===== src/sv/fmi_pkg.sv =====
// ----------------------------------------------------------------------------
// fmi_pkg
// Shared constants, codes and types of the FM-index backward search engine.
// ----------------------------------------------------------------------------
package fmi_pkg;

  localparam int TEXT_MAX    = 4096;
  localparam int PATTERN_MAX = 64;
  localparam int TEXT_AW     = $clog2(TEXT_MAX);
  localparam int CNT_W       = TEXT_AW + 1;
  localparam int PAT_AW      = $clog2(PATTERN_MAX);
  localparam int PLEN_W      = PAT_AW + 1;
  localparam int BYTE_W      = 8;
  localparam int SYM_N       = 256;
  localparam int SYM_AW      = 8;
  localparam int BKT_DEPTH   = TEXT_MAX + 1;
  localparam int Q_DEPTH     = 2;
  localparam int Q_AW        = $clog2(Q_DEPTH);
  localparam int Q_CW        = $clog2(Q_DEPTH + 1);

  localparam logic [BYTE_W-1:0] SENT_RESET = 8'd36;

  localparam logic [1:0] OP_TEXT    = 2'd0;
  localparam logic [1:0] OP_PATTERN = 2'd1;
  localparam logic [1:0] OP_READ    = 2'd2;
  localparam logic [1:0] OP_UNUSED  = 2'd3;

  localparam logic [1:0] KIND_BUILT  = 2'd0;
  localparam logic [1:0] KIND_SEARCH = 2'd1;
  localparam logic [1:0] KIND_POS    = 2'd2;

  localparam logic [1:0] CMD_BUILD  = 2'd0;
  localparam logic [1:0] CMD_SEARCH = 2'd1;
  localparam logic [1:0] CMD_READ   = 2'd2;

  typedef struct packed {
    logic [1:0]         op;
    logic [CNT_W-1:0]   len;
    logic [TEXT_AW-1:0] row;
    logic               ovf;
  } cmd_t;

  typedef struct packed {
    logic build_done;
    logic search_done;
  } back_status_t;

  typedef struct packed {
    logic [1:0]         kind;
    logic [CNT_W-1:0]   count;
    logic [TEXT_AW-1:0] start;
    logic [TEXT_AW-1:0] pos;
    logic               ovf;
  } result_t;

endpackage


===== src/sv/fmi_queue.sv =====
// ----------------------------------------------------------------------------
// fmi_queue
// Short command queue between the front end and the execution engine.
// ----------------------------------------------------------------------------
module fmi_queue (
  input  logic          clk,
  input  logic          rst_n,
  input  logic          push,
  input  fmi_pkg::cmd_t push_cmd,
  input  logic          pop,
  output fmi_pkg::cmd_t head,
  output logic          empty,
  output logic          full
);
  import fmi_pkg::*;

  cmd_t            ent_r [Q_DEPTH];
  logic [Q_AW-1:0] wp_r;
  logic [Q_AW-1:0] rp_r;
  logic [Q_CW-1:0] cnt_r;

  assign empty = (cnt_r == '0);
  assign full  = (cnt_r == Q_CW'(Q_DEPTH));
  assign head  = ent_r[rp_r];

  always_ff @(posedge clk) begin
    if (push && !full) begin
      ent_r[wp_r] <= push_cmd;
    end
  end

  always_ff @(posedge clk) begin
    if (!rst_n) begin
      wp_r  <= '0;
      rp_r  <= '0;
      cnt_r <= '0;
    end else begin
      if (push && !full) begin
        wp_r <= wp_r + Q_AW'(1);
      end
      if (pop && !empty) begin
        rp_r <= rp_r + Q_AW'(1);
      end
      priority if ((push && !full) && !(pop && !empty)) begin
        cnt_r <= cnt_r + Q_CW'(1);
      end else if (!(push && !full) && (pop && !empty)) begin
        cnt_r <= cnt_r - Q_CW'(1);
      end
    end
  end

endmodule


===== config.mk =====
export PLATFORM = sky130hd
export DESIGN_NAME = fmi_queue
export DESIGN_NICKNAME = d
export VERILOG_FILES = /design/src/sv/fmi_pkg.sv /design/src/sv/fmi_queue.sv
export SDC_FILE = /design/constraint.sdc
export NUM_CORES = 1
export LEC_CHECK = 0
export BUFFER_PORTS_ARGS = -buffer_cell sky130_fd_sc_hd__buf_2
export CORE_MARGIN = 3
export CORE_UTILIZATION = 45
export DETAILED_ROUTE_END_ITERATION = 8
export PLACE_DENSITY = 0.8
export SLEW_MARGIN = 20
export SYNTH_ARGS = -nofsm -noshare
export SYNTH_HDL_FRONTEND = slang
export SYNTH_SLANG_ARGS = --single-unit

===== constraint.sdc =====
create_clock -name clk -period 3.1 [get_ports clk]
set_clock_uncertainty 0.15 [all_clocks]
set_input_delay 0.31 -clock clk [delete_from_list [all_inputs] [get_ports clk]]
set_output_delay 0.31 -clock clk [all_outputs]
set_load 0.1 [all_outputs]

# Word-level counts from Yosys, hierarchy flattened
# Memories as Yosys holds them, arrays and structs flattened. A register that Yosys moved wholly into a read port is not among the register bits.
# Index checks and enable logic that the tools add are counted.
dict set report totals {
  ff_bits 4
  latch_bits 0
  ram_bits 56
  romBits 0
  input_bits 32
  output_inout_bits 30
  elab_cells 25
  n_memories 1
}
# memory words width rd rd_clocked_by_memory_dff write_ports line_no
set mem_list {}
lappend mem_list {ent_r 2 28 1 1 1 fmi_queue.sv:17} ;# cmd_t ent_r [Q_DEPTH];
dict set report classes {
  n_addsub 4
  mul 0
  div 0
  magnitude_cmp 0
  n_eq_ne 1
  n_shift 0
  mux 6
  n_bitwise 0
  n_reduce_logical 10
}
# cell count
set op_table {}
lappend op_table {{$logic_and 1x1->1} 4}
lappend op_table {{$logic_not 1->1} 4}
lappend op_table {{$mux 1} 4}
lappend op_table {{$mux 2} 2}
lappend op_table {{$add 1x1->1 const B} 2}
lappend op_table {{$add 2x1->2 const B} 1}
lappend op_table {{$eq 2x2->1 const B} 1}
lappend op_table {{$logic_not 2->1} 1}
lappend op_table {{$reduce_bool 2->1} 1}
lappend op_table {{$sub 2x1->2 const B} 1}

# Longest topological paths before layout
dict set report logic_depth {
  ltp_word 7
  ltp_mapped 7
}

# Worst setup path after synthesis
# No wires, ideal clock.
dict set report synth_path {
  path_type {register -> register}
  from {reg cnt_r[0]}
  to {mem ent_r[0][0] in the netlist's numbering, enable pin}
  setup_time_ns 0.410
  arrival_ns 1.957
  required_ns 2.540
  setup_slack_ns 0.583
  stages_incl_launch_ff 4
  n_path_buf 0
  path_cell_list {dfxtp_1 -> nand2b_1 -> inv_2 -> nor3_2}
}
dict set report synth_via {
  elab_chain_len 5
}
# element line_no
set synth_lines {}
lappend synth_lines {{start: declaration} fmi_queue.sv:20} ;# logic [Q_CW-1:0] cnt_r;
lappend synth_lines {{start signal: assignment} fmi_queue.sv:45} ;# cnt_r <= cnt_r + Q_CW'(1);
lappend synth_lines {{start signal: assignment} fmi_queue.sv:47} ;# cnt_r <= cnt_r - Q_CW'(1);
lappend synth_lines {{$eq 2x2->1} fmi_queue.sv:23} ;# assign full = (cnt_r == Q_CW'(Q_DEPTH));
lappend synth_lines {{via full} fmi_queue.sv:13} ;# output logic full
lappend synth_lines {{$logic_not 1->1} fmi_queue.sv:27} ;# if (push && !full) begin
lappend synth_lines {{$logic_and 1x1->1} fmi_queue.sv:27}
lappend synth_lines {{$mux 1} fmi_queue.sv:27}
lappend synth_lines {{$mux 1 (implied by the code)} fmi_queue.sv:28} ;# ent_r[wp_r] <= push_cmd;
lappend synth_lines {{end: declaration} fmi_queue.sv:17}
# The timed path passes the listed nets, and every way through them passes these cells.

==> qor.csv <==
stage,metric,value,unit
clock_tree,Clock Sinks,61,
worst_setup_path,Startpoint Class,flop,
yosys,synth warn,0,
yosys,register area share after synthesis,0.792,
worst_setup_path,Worst Setup End Kind,output port,
grt,initial antenna violation count,0,
clock_tree,post-CTS sizing,0,
worst_setup_path,critical path arrival,2010,ps
sta,Final Hold Vio Count,0,
sta,transition time of the tightest slew-check pin,543,ps
yosys,Syn Std Cell Area,2250,um^2
worst_setup_path,CP top delay family,flip-flops,
grt,pin count of the biggest net entering global routing,29,
floorplanning,initial core utilization,0.470,
min_path,hold path depth,1,
layout,Antenna diodes,0,
sta,fin. max-slew vios,0,
clock_tree,setup repair bufs after CTS,0,
run,max-cap violations,0,
worst_setup_path,CP peak stage delay,660,ps
yosys,share of Yosys cell area claimed by the top area cell type,0.747,
sta,final setup fails,0,
placed_design,DP HPWL,2870,um
floorplanning,CORE AREA,4790,um^2
layout,proportion of layout cells with a drive suffix above 1,0.563,
clock_tree,Clock Tree Root,clkbuf_8,
detailed_routing,DRC violations left,0,
worst_setup_path,"Max FO, Critical Path",16,
detailed_routing,routed len/inst,16.7,um
yosys,post-synth top area cell,edfxtp_1,
clock_tree,"Reg clk slew, reported paths",70,ps
layout,Area Growth Syn to Fin,27.2,%
sta,"Worst Setup Slack, final",629,ps
yosys,ranking of synthesized cells by area,"edfxtp_1, mux2_2, dfxtp_1",
sta,Period minus WS final,2470,ps
sta,Final Cycle Share,0.797,
detailed_routing,DR vias,1248,
placed_design,"worst slack, placed",968,ps
grt,total gr overflow,0,
clock_tree,H-tree levels,3,
sta,RSZ-0062 raised after global routing,no,
detailed_routing,first-pass detailed-route iteration total,4,
placed_design,dpl cell area,2650,um^2
floorplanning,Rows,25,
floorplanning,die area,5890,um^2
yosys,Syn Nets,145,
detailed_routing,via/cell ratio,4.86,
clock_tree,clock buffer depth,2,
worst_setup_path,crit path cell chain,buf_4 -> mux2_2 -> buf_2,
placed_design,I/O Buffers,61,
min_path,Hold/Removal Path Class,input pin to flop,
sta,Slew Limit Headroom,0.638,
grt,total track usage,0.156,
yosys,synthesized area per cell,20.1,um^2
layout,Nets,218,
floorplanning,IO Pins,62,
worst_setup_path,Slowest cell on crit path,dfxtp_1,
yosys,Synth Instances,112,
placed_design,gpl congestion,0.663,
layout,post-route cell area,2860,um^2
grt,first-pass GRT wire length,6870,um
detailed_routing,Routed Wire Length,4290,um
worst_setup_path,R2R depth,6,
worst_setup_path,Crit. path cell count,3,
layout,Post-Layout Cell Count,257,
sta,TNS Setup,0,ps
clock_tree,Num CTS Buffers,9,
status,status,"finished, final reports clean",
yosys,#FFs+latches synth,61,
placed_design,Cells after DPL,240,
worst_setup_path,Setup CP Type,flop to output port,
detailed_routing,Iter 0 DRT Violations,79,
grt,vias in the first global route,1398,
worst_setup_path,Crit path buffers/inverters,2,
yosys,"Distinct cells, synth",21,
floorplanning,Die Y,76.7,um
clock_tree,CTS tree,done,
detailed_routing,Post-DRT Antenna Nets,0,
sta,fmax,405,MHz
floorplanning,Die W,76.7,um
worst_setup_path,"Req. time, crit path",2640,ps
clock_tree,Worst-Skew Late Latency,320,ps
layout,Fill cells,375,
[cell type report]
class | count | area, um^2 | share of cell area
clock inverters | 6 | 77.6 | 0.0271
flip-flops and latches | 61 | 1780 | 0.622
well taps | 67 | 83.8 | 0.0293
inverters | 2 | 7.51 | 0.00262
clock buffers | 10 | 128 | 0.0446
multi-input cells | 46 | 448 | 0.156
repair buffers | 65 | 338 | 0.118
[routing by layer]
layer  track usage  share of wire  vias to the layer above  wire, um
li1              -              -                      574         -
met1         0.175           0.41                      625      1740
met2         0.267           0.53                       43      2270
met3        0.0599          0.050                        6       216
met4        0.0652          0.014                        0        58
met5             0              0                        -         0
[worst register-to-register path, cell delays in order, from the launching register on]
cell and delay [ps]:
dfxtp_1 430, nand2b_1 200, inv_2 70, nor2_1 90, ha_1 270, or3_1 360, a21boi_1 140
[cell usage after synthesis, drive strengths merged]
cell type / number
and3: 1
a21boi: 2
o21ai: 2
nor3: 1
and2: 3
nand2b: 1
edfxtp: 56
ha: 1
nor2: 2
buf: 3
or3: 1
mux2: 28
dfxtp: 5
inv: 2
xor2: 1
o21a: 1
xnor2: 2
[sequential cells by signal (all words and copies together) (netlist names), named ones only]
register / flops
cnt_r: 2
ent_r: 56
rp_r: 1
wp_r: 1
[per-stage QoR]
step	utilization	hold slack [ps]
after floorplan	-	259
after global placement	0.553	344
after detailed placement	0.553	352
after CTS	0.596	3.60
after global routing	0.598	3.81
final	0.598	26.4
[path summary, 6_finish.rpt]
| check | from | endpoint | slack [ps] |
|---|---|---|---|
| min | push_cmd[17] | ent_r[0][17]$_DFFE_PP_ | 30 |
| min reg2reg | cnt_r[1]$_SDFFE_PN0P_ | cnt_r[1]$_SDFFE_PN0P_ | 400 |
| max | flop | head[23] | 630 |
| max reg2reg | cnt_r[0]$_SDFFE_PN0P_ | cnt_r[1]$_SDFFE_PN0P_ | 1330 |
[cells by family (layout without fill, tap and decap cells)]
logic type / count (synthesis) / in the layout / synth area share
fa+ha+maj: 1 / 1 / 0.00556
buf+inv: 5 / 83 / 0.0122
flops: 61 / 61 / 0.792
mux: 28 / 28 / 0.140
compound gates: 5 / 5 / 0.0145
simple gates: 9 / 9 / 0.0245
xor+xnor: 3 / 3 / 0.0117
[layout by cell type (no fill, tap or decap), drive strengths merged, types with 2 or more instances in the layout]
| cell type | instances |
|---|---|
| buf | 64 |
| edfxtp | 56 |
| mux2 | 28 |
| clkbuf | 10 |
| dfxtp | 5 |
| clkinv | 4 |
| and2 | 3 |
| nor2 | 2 |
| xnor2 | 2 |
| bufinv | 2 |
| inv | 2 |
| o21ai | 2 |
| a21boi | 2 |
[what timing repair did]
action,in CTS,in global routing
hold buffers,0,1
setup endpoints to repair,0,0
endpoints found under the hold margin,0,2
Power is left out: the tool's default activity adds up to more than one toggle a clock period on the data nets, which glitch-free logic cannot reach.
