===== src/sv/fmi_pkg.sv =====
// ----------------------------------------------------------------------------
// fmi_pkg
// Shared constants, codes and types of the FM-index backward search engine.
// ----------------------------------------------------------------------------
package fmi_pkg;

  localparam int TEXT_MAX    = 4096;
  localparam int PATTERN_MAX = 64;
  localparam int TEXT_AW     = $clog2(TEXT_MAX);
  localparam int CNT_W       = TEXT_AW + 1;
  localparam int PAT_AW      = $clog2(PATTERN_MAX);
  localparam int PLEN_W      = PAT_AW + 1;
  localparam int BYTE_W      = 8;
  localparam int SYM_N       = 256;
  localparam int SYM_AW      = 8;
  localparam int BKT_DEPTH   = TEXT_MAX + 1;
  localparam int Q_DEPTH     = 2;
  localparam int Q_AW        = $clog2(Q_DEPTH);
  localparam int Q_CW        = $clog2(Q_DEPTH + 1);

  localparam logic [BYTE_W-1:0] SENT_RESET = 8'd36;

  localparam logic [1:0] OP_TEXT    = 2'd0;
  localparam logic [1:0] OP_PATTERN = 2'd1;
  localparam logic [1:0] OP_READ    = 2'd2;
  localparam logic [1:0] OP_UNUSED  = 2'd3;

  localparam logic [1:0] KIND_BUILT  = 2'd0;
  localparam logic [1:0] KIND_SEARCH = 2'd1;
  localparam logic [1:0] KIND_POS    = 2'd2;

  localparam logic [1:0] CMD_BUILD  = 2'd0;
  localparam logic [1:0] CMD_SEARCH = 2'd1;
  localparam logic [1:0] CMD_READ   = 2'd2;

  typedef struct packed {
    logic [1:0]         op;
    logic [CNT_W-1:0]   len;
    logic [TEXT_AW-1:0] row;
    logic               ovf;
  } cmd_t;

  typedef struct packed {
    logic build_done;
    logic search_done;
  } back_status_t;

  typedef struct packed {
    logic [1:0]         kind;
    logic [CNT_W-1:0]   count;
    logic [TEXT_AW-1:0] start;
    logic [TEXT_AW-1:0] pos;
    logic               ovf;
  } result_t;

endpackage


===== src/sv/fmi_front.sv =====
// ----------------------------------------------------------------------------
// fmi_front
// Accepts transactions, buffers text and pattern bytes, appends the
// terminator and issues build, search and read commands.
// ----------------------------------------------------------------------------
module fmi_front (
  input  logic                         clk,
  input  logic                         rst_n,
  input  logic                         in_valid,
  output logic                         in_stall,
  input  logic [1:0]                   in_operation,
  input  logic [fmi_pkg::BYTE_W-1:0]   in_data_byte,
  input  logic                         in_last,
  input  logic [fmi_pkg::TEXT_AW-1:0]  in_sa_index,
  input  logic                         cfg_we,
  input  logic [fmi_pkg::BYTE_W-1:0]   cfg_wdata,
  output logic                         text_we,
  output logic [fmi_pkg::TEXT_AW-1:0]  text_waddr,
  output logic [fmi_pkg::BYTE_W-1:0]   text_wdata,
  output logic                         pat_we,
  output logic [fmi_pkg::PAT_AW-1:0]   pat_waddr,
  output logic [fmi_pkg::BYTE_W-1:0]   pat_wdata,
  output logic                         q_push,
  output fmi_pkg::cmd_t                q_cmd,
  input  logic                         q_full,
  input  fmi_pkg::back_status_t        bstat
);
  import fmi_pkg::*;

  logic [BYTE_W-1:0]  sent_r;
  logic [TEXT_AW-1:0] tlen_r;
  logic [PLEN_W-1:0]  plen_r;
  logic               tovf_r;
  logic               povf_r;
  logic               spend_r;
  logic [TEXT_AW-1:0] slen_r;
  logic               sovf_r;
  logic               bbusy_r;
  logic               sbusy_r;

  logic accept;
  logic t_room;
  logic p_room;

  assign t_room = (tlen_r < TEXT_AW'(TEXT_MAX - 1));
  assign p_room = (plen_r < PLEN_W'(PATTERN_MAX));

  assign in_stall = spend_r || q_full ||
                    ((in_operation == OP_TEXT) && bbusy_r) ||
                    ((in_operation == OP_PATTERN) && sbusy_r);
  assign accept = in_valid && !in_stall;

  always_comb begin
    if (spend_r) begin
      text_we    = 1'b1;
      text_waddr = slen_r;
      text_wdata = sent_r;
    end else begin
      text_we    = accept && (in_operation == OP_TEXT) && t_room;
      text_waddr = tlen_r;
      text_wdata = in_data_byte;
    end
    pat_we    = accept && (in_operation == OP_PATTERN) && p_room;
    pat_waddr = plen_r[PAT_AW-1:0];
    pat_wdata = in_data_byte;
  end

  always_comb begin
    q_push  = 1'b0;
    q_cmd   = '0;
    priority if (spend_r) begin
      q_push    = !q_full;
      q_cmd.op  = CMD_BUILD;
      q_cmd.len = CNT_W'(slen_r) + CNT_W'(1);
      q_cmd.ovf = sovf_r;
    end else if (accept && (in_operation == OP_PATTERN) && in_last) begin
      q_push    = 1'b1;
      q_cmd.op  = CMD_SEARCH;
      q_cmd.len = p_room ? CNT_W'(plen_r) + CNT_W'(1) : CNT_W'(plen_r);
      q_cmd.ovf = povf_r || !p_room;
    end else if (accept && (in_operation == OP_READ)) begin
      q_push    = 1'b1;
      q_cmd.op  = CMD_READ;
      q_cmd.row = in_sa_index;
    end
  end

  always_ff @(posedge clk) begin
    if (!rst_n) begin
      sent_r  <= SENT_RESET;
      tlen_r  <= '0;
      plen_r  <= '0;
      tovf_r  <= 1'b0;
      povf_r  <= 1'b0;
      spend_r <= 1'b0;
      slen_r  <= '0;
      sovf_r  <= 1'b0;
      bbusy_r <= 1'b0;
      sbusy_r <= 1'b0;
    end else begin
      if (cfg_we) begin
        sent_r <= cfg_wdata;
      end
      if (bstat.build_done) begin
        bbusy_r <= 1'b0;
      end
      if (bstat.search_done) begin
        sbusy_r <= 1'b0;
      end
      if (spend_r && !q_full) begin
        spend_r <= 1'b0;
        bbusy_r <= 1'b1;
      end
      if (accept && (in_operation == OP_TEXT)) begin
        if (in_last) begin
          spend_r <= 1'b1;
          slen_r  <= t_room ? tlen_r + TEXT_AW'(1) : tlen_r;
          sovf_r  <= tovf_r || !t_room;
          tlen_r  <= '0;
          tovf_r  <= 1'b0;
        end else if (t_room) begin
          tlen_r <= tlen_r + TEXT_AW'(1);
        end else begin
          tovf_r <= 1'b1;
        end
      end
      if (accept && (in_operation == OP_PATTERN)) begin
        if (in_last) begin
          plen_r  <= '0;
          povf_r  <= 1'b0;
          sbusy_r <= 1'b1;
        end else if (p_room) begin
          plen_r <= plen_r + PLEN_W'(1);
        end else begin
          povf_r <= 1'b1;
        end
      end
    end
  end

endmodule


===== config.mk =====
export PLATFORM = sky130hd
export DESIGN_NAME = fmi_front
export DESIGN_NICKNAME = d
export VERILOG_FILES = /design/src/sv/fmi_pkg.sv /design/src/sv/fmi_front.sv
export SDC_FILE = /design/constraint.sdc
export NUM_CORES = 1
export LEC_CHECK = 0
export ABC_AREA = 1
export BUFFER_PORTS_ARGS = -buffer_cell sky130_fd_sc_hd__buf_4
export CAP_MARGIN = 20
export CORE_MARGIN = 10
export CORE_UTILIZATION = 51
export CTS_CLUSTER_DIAMETER = 30
export DETAILED_ROUTE_END_ITERATION = 8
export PLACE_DENSITY = 0.81
export SYNTH_ARGS = -nofsm -noshare
export SYNTH_HDL_FRONTEND = slang
export SYNTH_SLANG_ARGS = --single-unit

===== constraint.sdc =====
create_clock -name clk -period 1.7 [get_ports clk]
set_input_delay 0.34 -clock clk [delete_from_list [all_inputs] [get_ports clk]]
set_output_delay 0.34 -clock clk [all_outputs]
set_load 0.02 [all_outputs]

# Yosys cells after proc, flatten, opt, wreduce, memory -nomap -nowiden
# Cells that the tools add are included.
# Widths: inputs -> output; s select.
# op_classes
mux	32
n_addsub	4
order_cmp	2
eq_ne	4
reduce_logical	26
# op_table
cell	n
$mux 12	6
$mux 8	3
$mux 1	18
$mux 15	1
$mux 7	2
$add 12x1->13 const B	1
$add 12x1->12 const B	1
$lt 12x12->1 const B	1
$logic_and 1x1->1	10
$add 7x1->8 const B	1
$reduce_and 2->1	4
$add 7x1->7 const B	1
$lt 7x7->1 const B	1
$logic_or 1x1->1	5
$logic_not 1->1	4
$mux 2	2
$ne 2x2->1 const B	2
$reduce_bool 2->1	2
$eq 2x1->1 const B	1
$eq 2x2->1 const B	1
$logic_not 2->1	1
# totals
out_inout_bits	66
elab_cells	78
input_bits	38
reg_bits	45

# Longest topological paths before layout
# Gate-level depths: netlist (run 1).
# logic_depth
ltp_word	10
mapped_depth	11
mapped_depth_nobuf	11

# Worst setup path after synthesis (run 1)
# No wires, ideal clock.
# synth_timing
path_type	reg-to-output
startpoint	reg spend_r
endpoint	out q_cmd[13] (netlist name)
stages_incl_launch_ff	7
t_required_ns	1.360
arrival_ns	1.665
n_path_buf	1
setup_slack_ns	-0.305
path_cell_list	dfxtp_1 buf_6 nor2_4 nand4_4 nor3_1 nand3_1 o21ai_0
# synth_rtl
item	line_no	source
start: declaration	fmi_front.sv:35	logic spend_r;
start signal: assignment	fmi_front.sv:95	spend_r <= 1'b0;
start signal: assignment	fmi_front.sv:111	spend_r <= 1'b0;
start signal: assignment	fmi_front.sv:116	spend_r <= 1'b1;
end: declaration	fmi_front.sv:24	output fmi_pkg::cmd_t q_cmd,

# Final worst setup path (run 1)
# layout_timing
startpoint	reg bbusy_r
endpoint	out text_we
# layout_between
elab_chain_cells	8
# layout_rtl
item	line_no	source
start: declaration	fmi_front.sv:38	logic bbusy_r;
start signal: assignment	fmi_front.sv:98	bbusy_r <= 1'b0;
start signal: assignment	fmi_front.sv:105	bbusy_r <= 1'b0;
start signal: assignment	fmi_front.sv:112	bbusy_r <= 1'b1;
$logic_and 1x1->1	fmi_front.sv:49	((in_operation == OP_TEXT) && bbusy_r) ||
$logic_or 1x1->1	fmi_front.sv:48	assign in_stall = spend_r || q_full ||
$logic_or 1x1->1	fmi_front.sv:49	
$logic_not 1->1	fmi_front.sv:51	assign accept = in_valid && !in_stall;
$logic_and 1x1->1	fmi_front.sv:51	
$logic_and 1x1->1 (2 in a row)	fmi_front.sv:59	text_we = accept && (in_operation == OP_TEXT) && t_room;
$mux 1	fmi_front.sv:54	if (spend_r) begin
end: declaration	fmi_front.sv:17	output logic text_we,
# Every way passes these cells.

==> flow_metrics.tcl, run 1 <==
set metrics [dict create \
    crit_fanout 3 \
    vias 4447 \
    yosys-top-cells-area "dfxtp_1, nand2_1, nand3_1" \
    status "finished, violations left" \
    relSlewSlack_pct 74.83 \
    final.setup.tns_ns -19.70 \
    yosys.area.top_type "dfxtp_1" \
    ir_drop_v 0.0004762 \
    violations "negative setup slack" \
    top_layer "met4" \
    crit_required_ns 1.36 \
    mostFrequentLayoutCells "nand2_1, buf_4, inv_1, nand3_1, buf_6" \
    overflow 0 \
    route.met2.wl_mm 6.706 \
    p_int_uw 1669 \
    finClkSkew_ns 0.02196 \
    gp_congestion 0.9213 \
    fill_cells 268 \
    p_switching_uw 647.2 \
    cts.htree.levels 2 \
    clock_power_share_pct 36.4 \
    hold_class "in2reg" \
    syn_area_um2 2974 \
    critPathKind "reg2out" \
    m1WireLength_mm 4.800 \
    viasPerCell 6.185 \
    insertion_delay_ns 0.32 \
    finalCritPeriodShare_pct 132.9 \
    antenna_found_initial 0 \
    firstDrtPassIters 7 \
    slew_violations 0 \
    p_leak_uw 0.002316 \
    initial_core_util_pct 53.36 \
    setup_slack_ns -0.5593 \
    root_buffer "clkbuf_8" \
    yosysSeqAreaShare_pct 30.29 \
    io_pins 104 \
    die_area_um2 9286 \
    clockBufferDepth 2 \
    grt_max_degree 24 \
    portBuffers 103 \
    cts_buffers 5 \
    pre_cts_ws_ns -0.1671 \
    pwr-share-comb_pct 17.2 \
    syn_area_per_cell_um2 6.008 \
    seqPwrFrac_pct 46.4 \
    ant_nets 0 \
    dp_hpwl_mm 7.657 \
    sw_frac_of_total_pct 27.95 \
    period_minus_slack_ns 2.259 \
    diodes 0 \
    path_clk_slew_ns 0.11 \
    drive_gt1_share_pct 41.89 \
    power_uw 2316 \
    nets 689 \
    start_kind "register" \
    drc 0 \
    routedWlPerCell_um 20.82 \
    ys_ff_latch 45 \
    drtIter0Drc 592 \
    die_y_um 96.37 \
    cts_tree "built" \
    final_common_cell "nand2_1" \
    dieWidth_um 96.37 \
    placementRows 27 \
    grt_pass1_vias 3805 \
    synth.distinct_cells 29 \
    yosysTopAreaCellShare_pct 30.29 \
    rsz0062_at_grt "true" \
    clock-sinks 45 \
    fmax_ghz 0.4426 \
    dr_wl_met3_mm 2.075 \
    grtUsageTotal_pct 23.90 \
    max_slew.worst_pin.slew_ns 0.3737 \
    area.growth.synth_to_final_pct 65.21 \
    setup_violations 74 \
    hold_viol_final 0 \
    endpoint_kind "primary output" \
    core_area_um2 5574 \
    synthCells 495 \
    worstPathArrival_ns 1.92 \
    finalWirelength_mm 14.97 \
    ys_warn_count 0 \
    powerDensity_nw_per_um2 471.3 \
    drv_cap 0 \
    synth.net_count 537 \
    grt_pass1_wl_mm 17.78 \
]
[power by group through the flow]
stage / clock (uW) / combinational (uW) / sequential, uW
after floorplan: 0 / 171 / 1100
after global placement: 0 / 318 / 1100
after detailed placement: 0 / 326 / 1100
after CTS: 806 / 342 / 1080
after global routing: 857 / 421 / 1080
final: 844 / 398 / 1070
[worst paths after layout]
check | from | to | slack, ns | depth (start not counted)
worst max-delay path | bbusy_r | text_we | -0.56 | 7
worst min-delay path | cfg_wdata[2] | sent_r[2] | 0.24 | 3
worst max register to register | bbusy_r | slen_r[1] | -0.36 | 11
worst min register to register | sent_r[2] | sent_r[2] | 0.48 | 2
[worst max-delay path, stage by stage, from the launching register on]
cell,delay [ns]
dfxtp_1,0.33
nand2_1,0.23
nand4_4,0.21
buf_6,0.19
nor2_4,0.20
inv_2,0.09
o21ai_2,0.19
buf_6,0.15
[cell families (layout without fill, tap and decap cells)]
group / Yosys count / in the layout / synth area share [%]
and+or+nand+nor: 288 / 289 / 41.57
AOI/OAI and AO/OA: 67 / 67 / 11.40
xor gates and xnor gates: 6 / 6 / 1.767
buffers and inverters: 85 / 236 / 13.29
adders and majority gates: 4 / 4 / 1.683
DFF: 45 / 45 / 30.29
[Yosys cell counts]
cell type	count
nor3_2	1
a21oi_1	29
xnor2_1	1
xor2_1	5
nand4_4	1
nand2_4	1
nand3_1	46
nor2_4	4
o21ai_0	33
clkinv_1	1
nor2_2	1
nand2_1	164
dfxtp_1	45
buf_2	4
nand4_1	3
o22ai_1	3
nand3_2	1
inv_1	52
nor3_1	2
nor3b_1	1
ha_1	4
or2_2	2
clkbuf_1	11
o21ai_1	2
buf_4	15
buf_6	2
nand3b_1	1
nand2_2	2
nor2_1	58
[stage by stage]
step,cells,hold slack [ns],area [um2],utilization (%)
final,719,0.2414,4913,88.15
after global routing,719,0.2612,4913,88.15
after CTS,706,0.2459,4533,81.32
after detailed placement,690,0.4450,4178,74.95
after global placement,690,0.4335,4178,74.95
after floorplan,495,0.4230,3114,-
[repair_timing]
action,4_1_cts,5_1_grt
setup buffers,9,11
resized for setup,53,71
gates cloned,1,2
setup endpoints to repair,45,62
hold buffers,0,0
pin swaps,19,9
[registers in the layout (all words and copies together), names as in the netlist]
name,cells
slen_r,12
tlen_r,12
sent_r,8
plen_r,7
bbusy_r,1
povf_r,1
sbusy_r,1
sovf_r,1
spend_r,1
tovf_r,1
[area by class of cell]
class	count	area (um2)	area share (%)
clock inverter	2	35.03	0.7130
inverter	53	202.7	4.125
clock buffer	5	68.82	1.401
sequential	45	918.4	18.69
tap	72	90.09	1.833
multi-input combinational	366	2069	42.12
timing repair buffer	176	1529	31.12
[routing by layer]
layer / global-route usage (%) / vias up
met2: 40.98 / 460
met3: 7.860 / 146
li1: - / 1852
met5: 0 / -
met4: 12.11 / 0
met1: 25.81 / 1989
(Power assumes the default switching activity.)
==> inputs of run 2 (changes only) <==
Clock period 1.7 ns to 2.4 ns, I/O delays scaled along.
==> run 2 against run 1 <==
The flow now finishes without violations. Routed wire length fell by 40%. Largest power group unchanged. Via count fell by 24%. Critical path depth rose by 5. Flip-flop and latch count did not move. Final cell count fell by 8.3%. Worst hold slack improved by 0.14 ns. Global-route usage fell by 5.0 points. First-iteration DRC count fell by 56%. Core utilization fell by 18 points.
==> flow_metrics.tcl, run 2 (same netlist as run 1, synthesis figures left out) <==
set metrics [dict create \
    slowest_delay_ns 0.36 \
    initial_core_util_pct 53.36 \
    clock-sinks 45 \
    dp_hpwl_mm 6.956 \
    p_leak_uw 0.001853 \
    drc 0 \
    endpoint_kind "primary output" \
    slew_violations 0 \
    ff_latch_area_um2 910.9 \
    crit_required_ns 1.92 \
    fill_cells 485 \
    die_area_um2 9286 \
    powerDensity_nw_per_um2 399.9 \
    ant_nets 0 \
    grt_pass1_vias 3109 \
    clockBufferDepth 2 \
    overflow 0 \
    grtUsageTotal_pct 18.95 \
    finClkSkew_ns 0.006133 \
    setup_violations 0 \
    viasPerCell 5.138 \
    path_clk_slew_ns 0.09 \
    drive_gt1_share_pct 25.38 \
    multi_input_area_um2 1703 \
    area.growth.synth_to_final_pct 31.01 \
    period_minus_slack_ns 2.291 \
    status "finished, final reports clean" \
    hold_viol_final 0 \
    drv_cap 0 \
    critPathBufInv 2 \
    fmax_ghz 0.4365 \
    cts.htree.levels 2 \
    routedWlPerCell_um 13.74 \
    cp_top_family "simple AND/OR/NAND/NOR gates" \
    gp_congestion 0.9439 \
    reg_top3 "slen_r (12), tlen_r (12), sent_r (8)" \
    die_y_um 96.37 \
    nets 628 \
    holdBufCountCts 0 \
    cts_tree "built" \
    ir_drop_v 0.0003828 \
    finalWirelength_mm 9.056 \
    core_area_um2 5574 \
    diodes 0 \
    cts_buffers 5 \
    antenna_found_initial 0 \
    final_common_cell "nand2_1" \
    crit_fanout 4 \
    grt_pass1_wl_mm 14.40 \
    critPathKind "reg2out" \
    max_slew.worst_pin.slew_ns 0.4402 \
    power_uw 1558 \
    vias 3386 \
    firstDrtPassIters 4 \
    placementRows 27 \
    mostFrequentLayoutCells "nand2_1, buf_4, nor2_1, inv_1, nand3_1" \
    hold_class "in2reg" \
    portBuffers 103 \
    drtIter0Drc 262 \
    io_pins 104 \
    cp_slowest_cell "dfxtp_4" \
    insertion_delay_ns 0.31 \
    finalCritPeriodShare_pct 95.45 \
    dieWidth_um 96.37 \
    start_kind "register" \
    root_buffer "clkbuf_8" \
    grt_max_degree 44 \
    relSlewSlack_pct 70.62 \
    worstPathArrival_ns 1.81 \
    final.setup.tns_ns 0 \
    path_cells "ha_1, nand2_1, inv_2, nand2_2, nor2_4, nand2_2, nor2_4, nand2_2, nand2_1, nand2_1, nor2_1, buf_4" \
]
==> run 2: area by class of cell <==
type	instances	area share, %
Multi-Input combinational cell	365	43.71
Inverter	53	5.299
Clock buffer	6	1.863
Tap cell	72	2.312
Clock inverter	2	0.9955
Sequential cell	45	23.38
Timing Repair Buffer	116	22.45
==> run 2: path summary, 6_finish.rpt <==
| check | slack (ns) | start | cells past startpoint | endpoint |
|---|---|---|---|---|
| max | 0.11 | slen_r[0] | 12 | q_cmd[23] |
| min | 0.39 | cfg_wdata[2] | 3 | sent_r[2] |
| max reg2reg | 0.73 | tlen_r[0] | 7 | tlen_r[1] |
| min reg2reg | 0.45 | povf_r | 2 | povf_r |
==> run 2: per-stage QoR <==
step	instances	util (%)	hold slack (ns)	cell area, um2	setup WS, ns
after floorplan	495	-	0.4230	2974	0.1734
after global placement	646	66.40	0.4313	3701	0.2929
after detailed placement	646	66.40	0.4353	3701	0.2692
after CTS	656	68.82	0.3871	3836	0.003958
after global routing	659	69.90	0.3910	3896	-0.02130
final	659	69.90	0.3857	3896	0.1091
==> run 2: where the power goes <==
group | internal, uW | switching, uW
Clock | 313 | 277
Sequential | 755 | 6.85
Combinational | 91.8 | 114
==> run 2: per-layer routing <==
layer	wire length (um)	GRT usage, %	vias to the layer above
li1	-	-	1734
met1	3751	22.40	1511
met2	4369	32.79	126
met3	795	4.825	15
met4	140	5.932	0
met5	0	0	-
==> run 2: what timing repair did <==
| action | 4_1_cts | 5_1_grt |
|---|---|---|
| setup endpoints to repair | 4 | 6 |
| resized for setup | 4 | 15 |
| pin swaps | 0 | 2 |
| setup buffers | 2 | 3 |
==> run 2: worst reg2reg max path, stage by stage (launching register included) <==
cell	delay [ns]
dfxtp_1	0.42
ha_1	0.21
nand2_2	0.09
nor2_2	0.22
nand3_2	0.22
o21ai_1	0.25
nand2_1	0.08
a21oi_1	0.12
