<file path="src/sv/fmi_ram.sv">
// ----------------------------------------------------------------------------
// fmi_ram
// Generic single-write, single-read RAM with registered read data.
// ----------------------------------------------------------------------------
module fmi_ram #(
  parameter int WIDTH = 8,
  parameter int DEPTH = 16,
  localparam int AW = $clog2(DEPTH)
) (
  input  logic             clk,
  input  logic             we,
  input  logic [AW-1:0]    waddr,
  input  logic [WIDTH-1:0] wdata,
  input  logic [AW-1:0]    raddr,
  output logic [WIDTH-1:0] rdata
);

  logic [WIDTH-1:0] mem [DEPTH];

  always_ff @(posedge clk) begin
    if (we) begin
      mem[waddr] <= wdata;
    end
    rdata <= mem[raddr];
  end

endmodule

</file>
<file path="config.mk">
export PLATFORM = sky130hd
export DESIGN_NAME = fmi_ram
export DESIGN_NICKNAME = d
export VERILOG_FILES = /design/src/sv/fmi_ram.sv
export SDC_FILE = /design/constraint.sdc
export NUM_CORES = 1
export LEC_CHECK = 0
export BUFFER_PORTS_ARGS = -buffer_cell sky130_fd_sc_hd__clkbuf_2
export CAP_MARGIN = 20
export CORE_ASPECT_RATIO = 1.1
export CORE_MARGIN = 1.5
export CORE_UTILIZATION = 50
export DETAILED_ROUTE_END_ITERATION = 12
export GPL_ROUTABILITY_DRIVEN = 1
export PLACE_DENSITY = 0.67
export SLEW_MARGIN = 15
export SYNTH_ARGS = -nofsm -noshare
export SYNTH_HDL_FRONTEND = slang
export SYNTH_SLANG_ARGS = --single-unit
export TNS_END_PERCENT = 50
</file>
<file path="constraint.sdc">
create_clock -name clk -period 2.2 [get_ports clk]
set_clock_uncertainty 0.2 [all_clocks]
set_input_delay 0.11 -clock clk [delete_from_list [all_inputs] [get_ports clk]]
set_output_delay 0.11 -clock clk [all_outputs]
set_load 0.01 [all_outputs]
</file>
### Word-level counts from Yosys, hierarchy flattened

Memory sizes are Yosys's and may differ from the RTL's. A register that Yosys moved wholly into a read port is not among the register bits.
Cells that the tools add are included.

* muxes and demuxes: 2

Operator list (count)
* 1-bit 2-to-1 mux: 2

* memories: 1
* logic and storage cells: 3
* bits in registers: 0
* memory bits (writable): 128
* input bits: 18

Memory list
* mem: words 16, bits a word 8, read ports 1, clocked after Yosys merged registers in 1, write ports 1, line 18 `logic [WIDTH-1:0] mem [DEPTH];`

### Depth between registers and ports, before layout

Gate-level depths: netlist of run 1.

* depth after elaboration: 2
* depth in mapped cells: 5

### Worst setup path before layout of run 1

No wires, ideal clock.

* kind: input -> register
* start point: input waddr[2]
* end point: memory mem[0][0] (enable)
* path buffers: 0
* cell stages on the path: 2
* data arrival time: 1.220 ns
* setup time: 0.383 ns
* setup slack: 0.397 ns
* path through: or3b_2 nor3_1

RTL lines
* start: declaration: line 12 `input logic [AW-1:0] waddr,`
* end: declaration: line 18

No word-level cell before the write port.

==> flow_summary_export.csv, run 1 <==
group,metric,value,unit
final_layout,syn2layout_area_growth,20.13,%
final_layout,antenna_cells,0,
setup_path,setup.worst_path.start_class,"input pin",
setup_path,crit_top_cell,"dlygate4sd3_1",
synth,synthCells,229,
cts,clock_sinks,136,
setup_path,slowest_stage,"dlygate4sd3_1",
job,cap_violations,0,
setup_path,timing.rr.start,"mem[9][2]",
detailed_routing,routed_wl,9437,um
setup_path,critPathKind,"in -> reg",
final_layout,layout.nets,315,
synth,ys_ff_latch,136,
detailed_routing,vias,2469,
synth,yosysWarnings,0,
synth,synthTopCellsByArea,"edfxtp_1 75%, mux4_2 7.9%, mux4_1 7.1%",
pwr,worst_ir_drop_vdd,664.1,uV
synth,synth_edf_count,128,
sta,setup_slack,0.04244,ns
place,place_area,0.005504,mm^2
sta,tns,0,ns
detailed_routing,avgViaCountPerCell,5.742,
sta,worst_slew_pin_slew,0.7454,ns
grt,antenna_found_initial,0,
final_layout,fin_cells,430,
detailed_routing,wl_per_cell,21.95,um
sta,setup_viol,0,
cts,cts_max_level,4,
grt,grt_overflow,0,
cts,cts_setup_buffers,0,
floorplanning,initial_utilization,51.80,%
setup_path,arrival,2.35,ns
synth,synth_nets,247,
place,gpl.final_weighted_congestion,0.6932,
synth,synth_ff_type,"edfxtp_1",
detailed_routing,drt_iter0_drc,175,
cts,cts_tree,"done",
floorplanning,core,0.009937,mm^2
synth,synth_commonest_cells,"128 x edfxtp_1, 18 x mux4_2, 16 x a22oi_1",
setup_path,critPathCaptureType,"flop",
detailed_routing,ant_nets,0,
floorplanning,die_w,99.74,um
hold_path,hold_start,"waddr[2]",
synth,yosysSeqAreaShare,77.78,%
detailed_routing,drc,0,
synth,synth_cell_type_count,19,
synth,yosys.area.top_type,"edfxtp_1",
sta,relSlewSlack,50.20,%
sta,rsz0062_at_grt,"no",
cts,root_buffer,"clkbuf_8",
setup_path,cp_data_required_time,2.39,ns
grt,grt_pass1_vias,2586,
synth,yosysMostFrequentCell,"edfxtp_1",
sta,period_minus_slack,2.158,ns
floorplanning,rows,38,
synth,synth.avg_cell_area,22.48,um^2
place,dp_cells,383,
grt,grt_max_degree,33,
pwr,report.power.total,5697,uW
cts,numCtsBuffers,17,
floorplanning,io_pins,26,
synth,syn_area,0.005147,mm^2
setup_path,path_cells,"dlygate4sd3_1 > clkbuf_2 > nor2_1 > dlygate4sd3_1 > buf_4 > a22oi_2 > nand2_1 > dlygate4sd3_1",
floorplanning,dieArea,0.01091,mm^2
place,numPortBuffers,25,
floorplanning,die_y,109.4,um
grt,grtUsageTotal,19.28,%
grt,grt_pass1_wl,14700,um
setup_path,crit_start,"raddr[2]",
place,dpl.hpwl,5642,um
pwr,pwr_density_cell,921.4,mW/mm^2
sta,maxClockFrequency,0.4635,GHz
synth,yosysTopAreaCellShare,74.67,%
final_layout,fillCellCount,705,
place,pre_cts_ws,0.3892,ns
setup_path,cp_max_fo,8,
final_layout,stdcell_area,0.006183,mm^2
pwr,cellLeakagePower,0.002127,uW
sta,hold_viol,0,
cts,clock_latency,0.50,ns
setup_path,slowest_delay,0.56,ns
cts,cts.clk_slew.worst_paths,0.06,ns
hold_path,hp-class,"in -> reg",
synth,synthArstFlopShare,0,%
detailed_routing,drtPass1Iterations,6,
cts,cts_buffer_depth,2,
sta,drv_slew,0,
sta,finalCritPeriodShare,98.07,%
status,outcome,"complete, no violations",
final_layout,drive_gt1_share,29.35,%
## logic make-up (layout without fill, tap and decap cells)
logic type      Yosys count  after routing  synth area share, %
flops                   136            136                77.78
simple gates             35             35                3.184
compound gates           16             16                2.334
mux                      32             32                15.02
buf+inv                  10             91                1.677
## area by class of cell
type | instances | area [um^2] | area share [%]
flip-flops and latches | 136 | 4004 | 64.75
clock buffers | 23 | 446.7 | 7.224
multi-input cells | 83 | 1062 | 17.18
clock inverters | 9 | 77.57 | 1.255
repair buffers | 59 | 442.9 | 7.163
well taps | 120 | 150.1 | 2.428
## metal layers
| metal | GRT usage [%] | vias to the layer above | wire length [um] |
|---|---|---|---|
| met1 | 26.97 | 1279 | 4319 |
| met3 | 5.022 | 8 | 374 |
| li1 | - | 1109 | - |
| met2 | 30.08 | 73 | 4686 |
| met5 | 0 | - | 0 |
| met4 | 6.338 | 0 | 56 |
## where the power goes
group / leakage, uW / internal (uW) / total (uW) / switching, uW
clock network: 0.000252 / 1520 / 2490 / 976
registers: 0.00122 / 2900 / 2920 / 19.7
logic: 0.000652 / 134 / 288 / 154
## cells in the final DEF, fill, tap and decap left out
| master | instances |
|---|---|
| nand3b_1 | 2 |
| a22oi_2 | 1 |
| dlygate4sd3_1 | 15 |
| a22oi_1 | 15 |
| and2b_1 | 1 |
| nor2b_1 | 1 |
| mux4_2 | 18 |
| clkbuf_2 | 25 |
| nor2_1 | 13 |
| bufinv_16 | 1 |
| dfxtp_1 | 8 |
| buf_4 | 17 |
| clkinv_2 | 5 |
| nor3_1 | 4 |
| nand2_1 | 9 |
| clkbuf_1 | 5 |
| mux4_1 | 14 |
| nand2b_1 | 2 |
| and2_1 | 1 |
| clkinvlp_4 | 3 |
| buf_12 | 2 |
| or3b_2 | 1 |
| clkbuf_8 | 2 |
| nand3_1 | 1 |
| clkbuf_16 | 16 |
| edfxtp_1 | 128 |
## flip-flops by register name (all words and copies together), names as in the netlist
| register | flops |
|---|---|
| mem | 128 |
| rdata | 8 |
## worst paths after layout
path / end / slack (ns) / cells after the start
setup reg to reg: rdata[2] / 0.18 / 4
setup / recovery: rdata[2] / 0.04 / 8
hold / removal: mem[15][7] / 0.06 / 4
hold reg to reg: rdata[4] / 0.48 / 3
## critical path, delay by kind of cell
family          cells  cell delay [ns]
buf+inv             5             1.95
compound gates      1             0.16
simple gates        2             0.12
## what timing repair did
| action | CTS | global route |
|---|---|---|
| hold endpoints to repair | 168 | 0 |
| hold buffers | 15 | 0 |
| resized for setup | 0 | 1 |
| endpoints found under the setup margin | 0 | 1 |
## through the flow
stage	hold slack (ns)	utilization, %
5_1_grt	0.07194	62.23
2_1_floorplan	0.008869	-
6_report	0.05582	62.23
4_1_cts	0.02435	62.18
3_3_place_gp	0.3009	55.39
3_5_place_dp	0.3021	55.39
(Power assumes the default switching activity.)
==> inputs of run 2 (changes only) <==
--- a/config.mk
+++ b/config.mk
@@ -5,6 +5,7 @@
 export SDC_FILE = /design/constraint.sdc
 export NUM_CORES = 1
 export LEC_CHECK = 0
+export ABC_AREA = 1
 export BUFFER_PORTS_ARGS = -buffer_cell sky130_fd_sc_hd__clkbuf_2
 export CAP_MARGIN = 20
 export CORE_ASPECT_RATIO = 1.1
==> flow_summary_export.csv, run 2 <==
group,metric,value,unit
synth,synth_nets,569,
sta,maxClockFrequency,0.7591,GHz
hold_path,holdPathEnd,"mem[3][2]",
synth,synth-xor-area-share,0,%
grt,grtUsageTotal,23.04,%
hold_path,hp-class,"in -> reg",
synth,synth-simple-area-share,21.05,%
setup_path,r2r_end,"rdata[4]",
synth,synth_compound_area_share,0,%
setup_path,critPathCaptureType,"flop",
grt,grt_pass1_vias,3916,
sta,finalCritPeriodShare,59.88,%
sta,tns,0,ns
pwr,cellLeakagePower,0.002852,uW
floorplanning,dieArea,0.01219,mm^2
synth,synthCells,551,
synth,synthAdderAreaFrac,0,%
grt,grt_overflow,0,
setup_path,rr_worst_depth,6,
synth,synth.avg_cell_area,10.47,um^2
final_layout,seq_area,0.004004,mm^2
synth,yosysWarnings,0,
hold_path,hold_start,"wdata[2]",
synth,syn_area,0.005767,mm^2
status,outcome,"finished, violations left",
cts,clock_latency,0.42,ns
setup_path,timing.rr.start,"mem[2][4]",
final_layout,reg_top3,"mem x128, rdata x8",
synth,synth_top_family_by_area,"simple AND/OR/NAND/NOR gates",
final_layout,final_util,59.47,%
cts,numCtsBuffers,17,
cts,ctsResizeCount,0,
grt,antenna_found_initial,0,
cts,cts_hold_buf,3,
setup_path,arrival,1.47,ns
pwr,report.power.total,5936,uW
floorplanning,initial_utilization,52.14,%
synth,yosys.area.top_type,"edfxtp_1",
floorplanning,rows,40,
cts,root_buffer,"clkbuf_16",
synth,synth_mux_area_share,0,%
final_layout,largest_register_ffs,128,
final_layout,max_flop_register,"mem",
detailed_routing,vias,3847,
sta,hold_viol,4,
synth,yosysMostFrequentCell,"nand2_1",
hold_path,hold_depth,1,
detailed_routing,wl_per_cell,17.09,um
final_layout,layout.nets,602,
sta,period_minus_slack,1.317,ns
final_layout,fillCellCount,905,
detailed_routing,drt_iter0_drc,333,
cts,cts.clk_slew.worst_paths,0.06,ns
cts,cts_setup_buffers,0,
pwr,pwr_density_cell,902.5,mW/mm^2
sta,rsz0062_at_grt,"no",
cts,cts_buffer_depth,2,
sta,worst_slew_pin_slew,0.7585,ns
cts,clock_sinks,136,
detailed_routing,drtPass1Iterations,5,
sta,setup_viol,0,
final_layout,final_common_cell,"nand2_1",
pwr,worst_ir_drop_vdd,572.0,uV
final_layout,drive_gt1_share,10.89,%
place,gpl.final_weighted_congestion,0.8475,
place,numPortBuffers,25,
synth,synth_commonest_cells,"173 x nand2_1, 128 x edfxtp_1, 100 x inv_1",
sta,relSlewSlack,49.25,%
floorplanning,core,0.01106,mm^2
detailed_routing,routed_wl,12720,um
floorplanning,die_w,105.4,um
grt,grt_max_degree,34,
sta,setup_slack,0.8827,ns
detailed_routing,drc,0,
synth,ys_ff_latch,136,
synth,synthTopCellsByArea,"edfxtp_1 67%, nand2_1 11%, nand3_1 8.4%",
final_layout,syn2layout_area_growth,14.06,%
place,pre_cts_ws,0.5459,ns
job,cap_violations,0,
floorplanning,io_pins,26,
detailed_routing,avgViaCountPerCell,5.171,
floorplanning,die_y,115.6,um
setup_path,critPathKind,"in -> reg",
place,dpl.hpwl,7818,um
synth,synth_edf_count,128,
synth,synth_ff_type,"edfxtp_1",
synth,synth_cell_type_count,12,
final_layout,antenna_cells,0,
synth,yosysSeqAreaShare,69.43,%
cts,cts_max_level,4,
sta,drv_slew,0,
setup_path,cp_max_fo,9,
final_layout,multi_input_area,0.001214,mm^2
final_layout,final_cell_mix,"173 x nand2_1, 128 x edfxtp_1, 100 x inv_1, 97 x nand3_1, 25 x clkbuf_2",
sta,hold_ws,-0.004784,ns
setup_path,setup.worst_path.start_class,"input pin",
status,failed_checks,"hold timing",
setup_path,regToRegSetupSlack,0.95,ns
grt,grt_pass1_wl,20380,um
synth,yosysTopAreaCellShare,66.65,%
cts,cts_tree,"done",
synth,synthArstFlopShare,0,%
detailed_routing,ant_nets,0,
setup_path,cp_data_required_time,2.35,ns
run 2: cells by family after synthesis:
logic type | after synthesis
and+or+nand+nor | 289
buffers and inverters | 126
DFF | 136
run 2: how the worst max path moves through the flow:
stage,startpoint,end,slack (ns),cells after the start
after floorplan,waddr[2],mem[10][0],0.94,2
after global placement,we,mem[15][0],0.58,3
after detailed placement,waddr[3],mem[6][1],0.55,3
after CTS,raddr[3],rdata[2],0.94,5
after global routing,raddr[3],rdata[2],0.85,5
final,raddr[3],rdata[2],0.88,5
run 2: per-stage QoR:
stage / instances / instance area (um^2)
finish: 744 / 6578
CTS: 744 / 6578
floorplan: 551 / 5767
global route: 744 / 6578
global placement: 709 / 5984
detailed placement: 709 / 5984
run 2: area by class of cell:
type / count / share of cell area (%)
sequential: 136 / 60.87
multi-input combinational: 289 / 18.45
clock buffer: 24 / 7.476
inverter: 102 / 5.821
timing repair buffer: 38 / 3.500
tap: 147 / 2.796
clock inverter: 8 / 1.084
run 2: worst max-delay path, stage by stage:
cell and delay [ns]:
dlygate4sd3_1 0.55, clkbuf_2 0.21, inv_1 0.28, nand3_1 0.19, nand2_1 0.12
run 2: power by group:
group	switching, uW	leakage, uW	internal (uW)
Combinational	252	0.00136	100
Clock	1010	0.000270	1660
Sequential	18.0	0.00122	2900
run 2: routing by layer:
metal	GRT usage [%]	share of wire (%)
met5	0	0
met1	28.40	41
met4	12.79	3.3
met2	38.47	49
met3	4.781	6.6
==> inputs of run 3 (changes only) <==
--- a/config.mk
+++ b/config.mk
@@ -5,7 +5,7 @@
 export SDC_FILE = /design/constraint.sdc
 export NUM_CORES = 1
 export LEC_CHECK = 0
-export ABC_AREA = 1
+export ABC_AREA = 0
 export BUFFER_PORTS_ARGS = -buffer_cell sky130_fd_sc_hd__clkbuf_2
 export CAP_MARGIN = 20
 export CORE_ASPECT_RATIO = 1.1
==> constraint.sdc (replaced) <==
create_clock -name clk -period 1.35 [get_ports clk]
set_clock_uncertainty 0.2 [all_clocks]
set_input_delay 0.0675 -clock clk [delete_from_list [all_inputs] [get_ports clk]]
set_output_delay 0.0675 -clock clk [all_outputs]
set_load 0.01 [all_outputs]
==> flow_summary_export.csv, run 3 (synthesized netlist as in run 1, its figures left out) <==
group,metric,value,unit
detailed_routing,drc,0,
floorplanning,io_pins,26,
pwr,cellLeakagePower,0.002159,uW
final_layout,fillCellCount,673,
setup_path,timing.rr.start,"mem[9][6]",
final_layout,final_util,63.72,%
place,pre_cts_ws,-0.3733,ns
grt,grt_pass1_wl,15740,um
cts,cts_hold_buf,11,
sta,drv_slew,0,
final_layout,layout.nets,325,
floorplanning,initial_utilization,51.80,%
cts,clock_sinks,136,
final_layout,max_flop_register,"mem",
grt,grt_pass1_vias,2726,
sta,maxClockFrequency,0.6785,GHz
setup_path,critPathKind,"reg -> reg",
setup_path,critPathCaptureType,"flop",
detailed_routing,vias,2550,
final_layout,reg_top3,"mem x128, rdata x8",
setup_path,cp_max_fo,1,
detailed_routing,ant_nets,0,
sta,finalCritPeriodShare,109.2,%
status,failed_checks,"hold timing, setup timing",
sta,tns,-0.7553,ns
sta,rsz0062_at_grt,"yes",
floorplanning,core,0.009937,mm^2
final_layout,largest_register_ffs,128,
setup_path,regToRegSetupSlack,-0.12,ns
grt,antenna_found_initial,0,
floorplanning,die_w,99.74,um
sta,setup_slack,-0.1239,ns
grt,grtUsageTotal,21.00,%
cts,cts_tree,"done",
sta,relSlewSlack,36.76,%
detailed_routing,avgViaCountPerCell,5.795,
detailed_routing,drtPass1Iterations,4,
place,dpl.hpwl,6554,um
setup_path,rr_worst_depth,3,
final_layout,seq_area,0.004004,mm^2
final_layout,antenna_cells,0,
pwr,worst_ir_drop_vdd,851.0,uV
place,gpl.final_weighted_congestion,0.7595,
hold_path,hold_start,"raddr[2]",
grt,grt_overflow,0,
status,outcome,"finished, violations left",
setup_path,slowest_delay,0.49,ns
detailed_routing,wl_per_cell,23.30,um
sta,worst_slew_pin_slew,0.9451,ns
sta,hold_viol,35,
job,cap_violations,0,
cts,root_buffer,"clkbuf_8",
pwr,pwr_density_cell,1509,mW/mm^2
grt,grt_max_degree,25,
setup_path,path_cells,"mux4_2 > a22oi_2 > nand2_1",
final_layout,drive_gt1_share,41.56,%
setup_path,r2r_end,"rdata[6]",
place,numPortBuffers,25,
final_layout,syn2layout_area_growth,23.02,%
cts,numCtsBuffers,17,
floorplanning,rows,38,
final_layout,final_cell_mix,"128 x edfxtp_1, 31 x mux4_2, 29 x buf_4, 25 x clkbuf_2, 16 x clkbuf_16",
hold_path,holdPathEnd,"rdata[5]",
setup_path,arrival,1.67,ns
cts,cts_buffer_depth,2,
floorplanning,die_y,109.4,um
setup_path,slowest_stage,"mux4_2",
sta,hold_ws,-0.03008,ns
final_layout,multi_input_area,0.001090,mm^2
hold_path,hold_depth,4,
detailed_routing,drt_iter0_drc,142,
hold_path,hp-class,"in -> reg",
detailed_routing,routed_wl,10250,um
final_layout,final_common_cell,"edfxtp_1",
cts,cts_max_level,4,
sta,period_minus_slack,1.474,ns
cts,clock_latency,0.51,ns
sta,setup_viol,8,
setup_path,cp_data_required_time,1.55,ns
floorplanning,dieArea,0.01091,mm^2
cts,cts.clk_slew.worst_paths,0.06,ns
setup_path,setup.worst_path.start_class,"flop",
-- run 3: per-stage QoR --
stage,instances,power [uW],cell area (um^2),hold WS [ns]
2_1_floorplan,229,5085,5174,-0.03363
3_3_place_gp,397,5310,5660,0.2585
3_5_place_dp,397,5329,5660,0.2603
4_1_cts,440,9643,6317,-0.04373
5_1_grt,440,9835,6332,-0.02078
6_report,440,9557,6332,-0.03008
-- run 3: what timing repair did --
item / in CTS / in global routing
gates resized for setup: 21 / 3
pin swaps: 9 / 1
hold endpoints to repair: 191 / 32
cloned: 0 / 0
setup endpoints to repair: 8 / 16
buffers inserted: 0 / 0
-- run 3: cell type report --
cell class              count  area share [%]
flip-flops and latches    136           63.23
repair buffers             69           8.417
clock inverters             9           1.561
multi-input cells          83           17.21
well taps                 120           2.371
clock buffers              23           7.212
-- run 3: power breakdown --
group | switching, uW | internal, uW
Sequential | 34.5 | 4720
Clock | 1560 | 2700
Combinational | 285 | 249
Total | 1880 | 7670
-- run 3: routing by layer --
metal  vias to the layer above  wire length, um  global-route usage (%)
li1                       1116                -                       -
met1                      1315             4157                   27.45
met2                       111             5332                   34.55
met3                         8              667                   4.959
met4                         0               93                   8.350
met5                         -                0                       0
-- run 3: worst max-delay path by stage --
stage	from	to	slack, ns	cells after the start
after floorplan	waddr[3]	mem[4][0]	-0.11	2
after global placement	raddr[0]	rdata[5]	-0.36	5
after detailed placement	raddr[0]	rdata[5]	-0.37	5
after CTS	mem[11][6]	rdata[6]	-0.13	3
after global routing	mem[2][5]	rdata[5]	-0.18	3
final	mem[9][6]	rdata[6]	-0.12	3
-- run 3: worst max-delay path, delay by kind of cell (launching register included) --
kind            cells  cell delay [ns]
simple gates        1             0.06
compound gates      1             0.21
mux                 1             0.49
flops               1             0.40
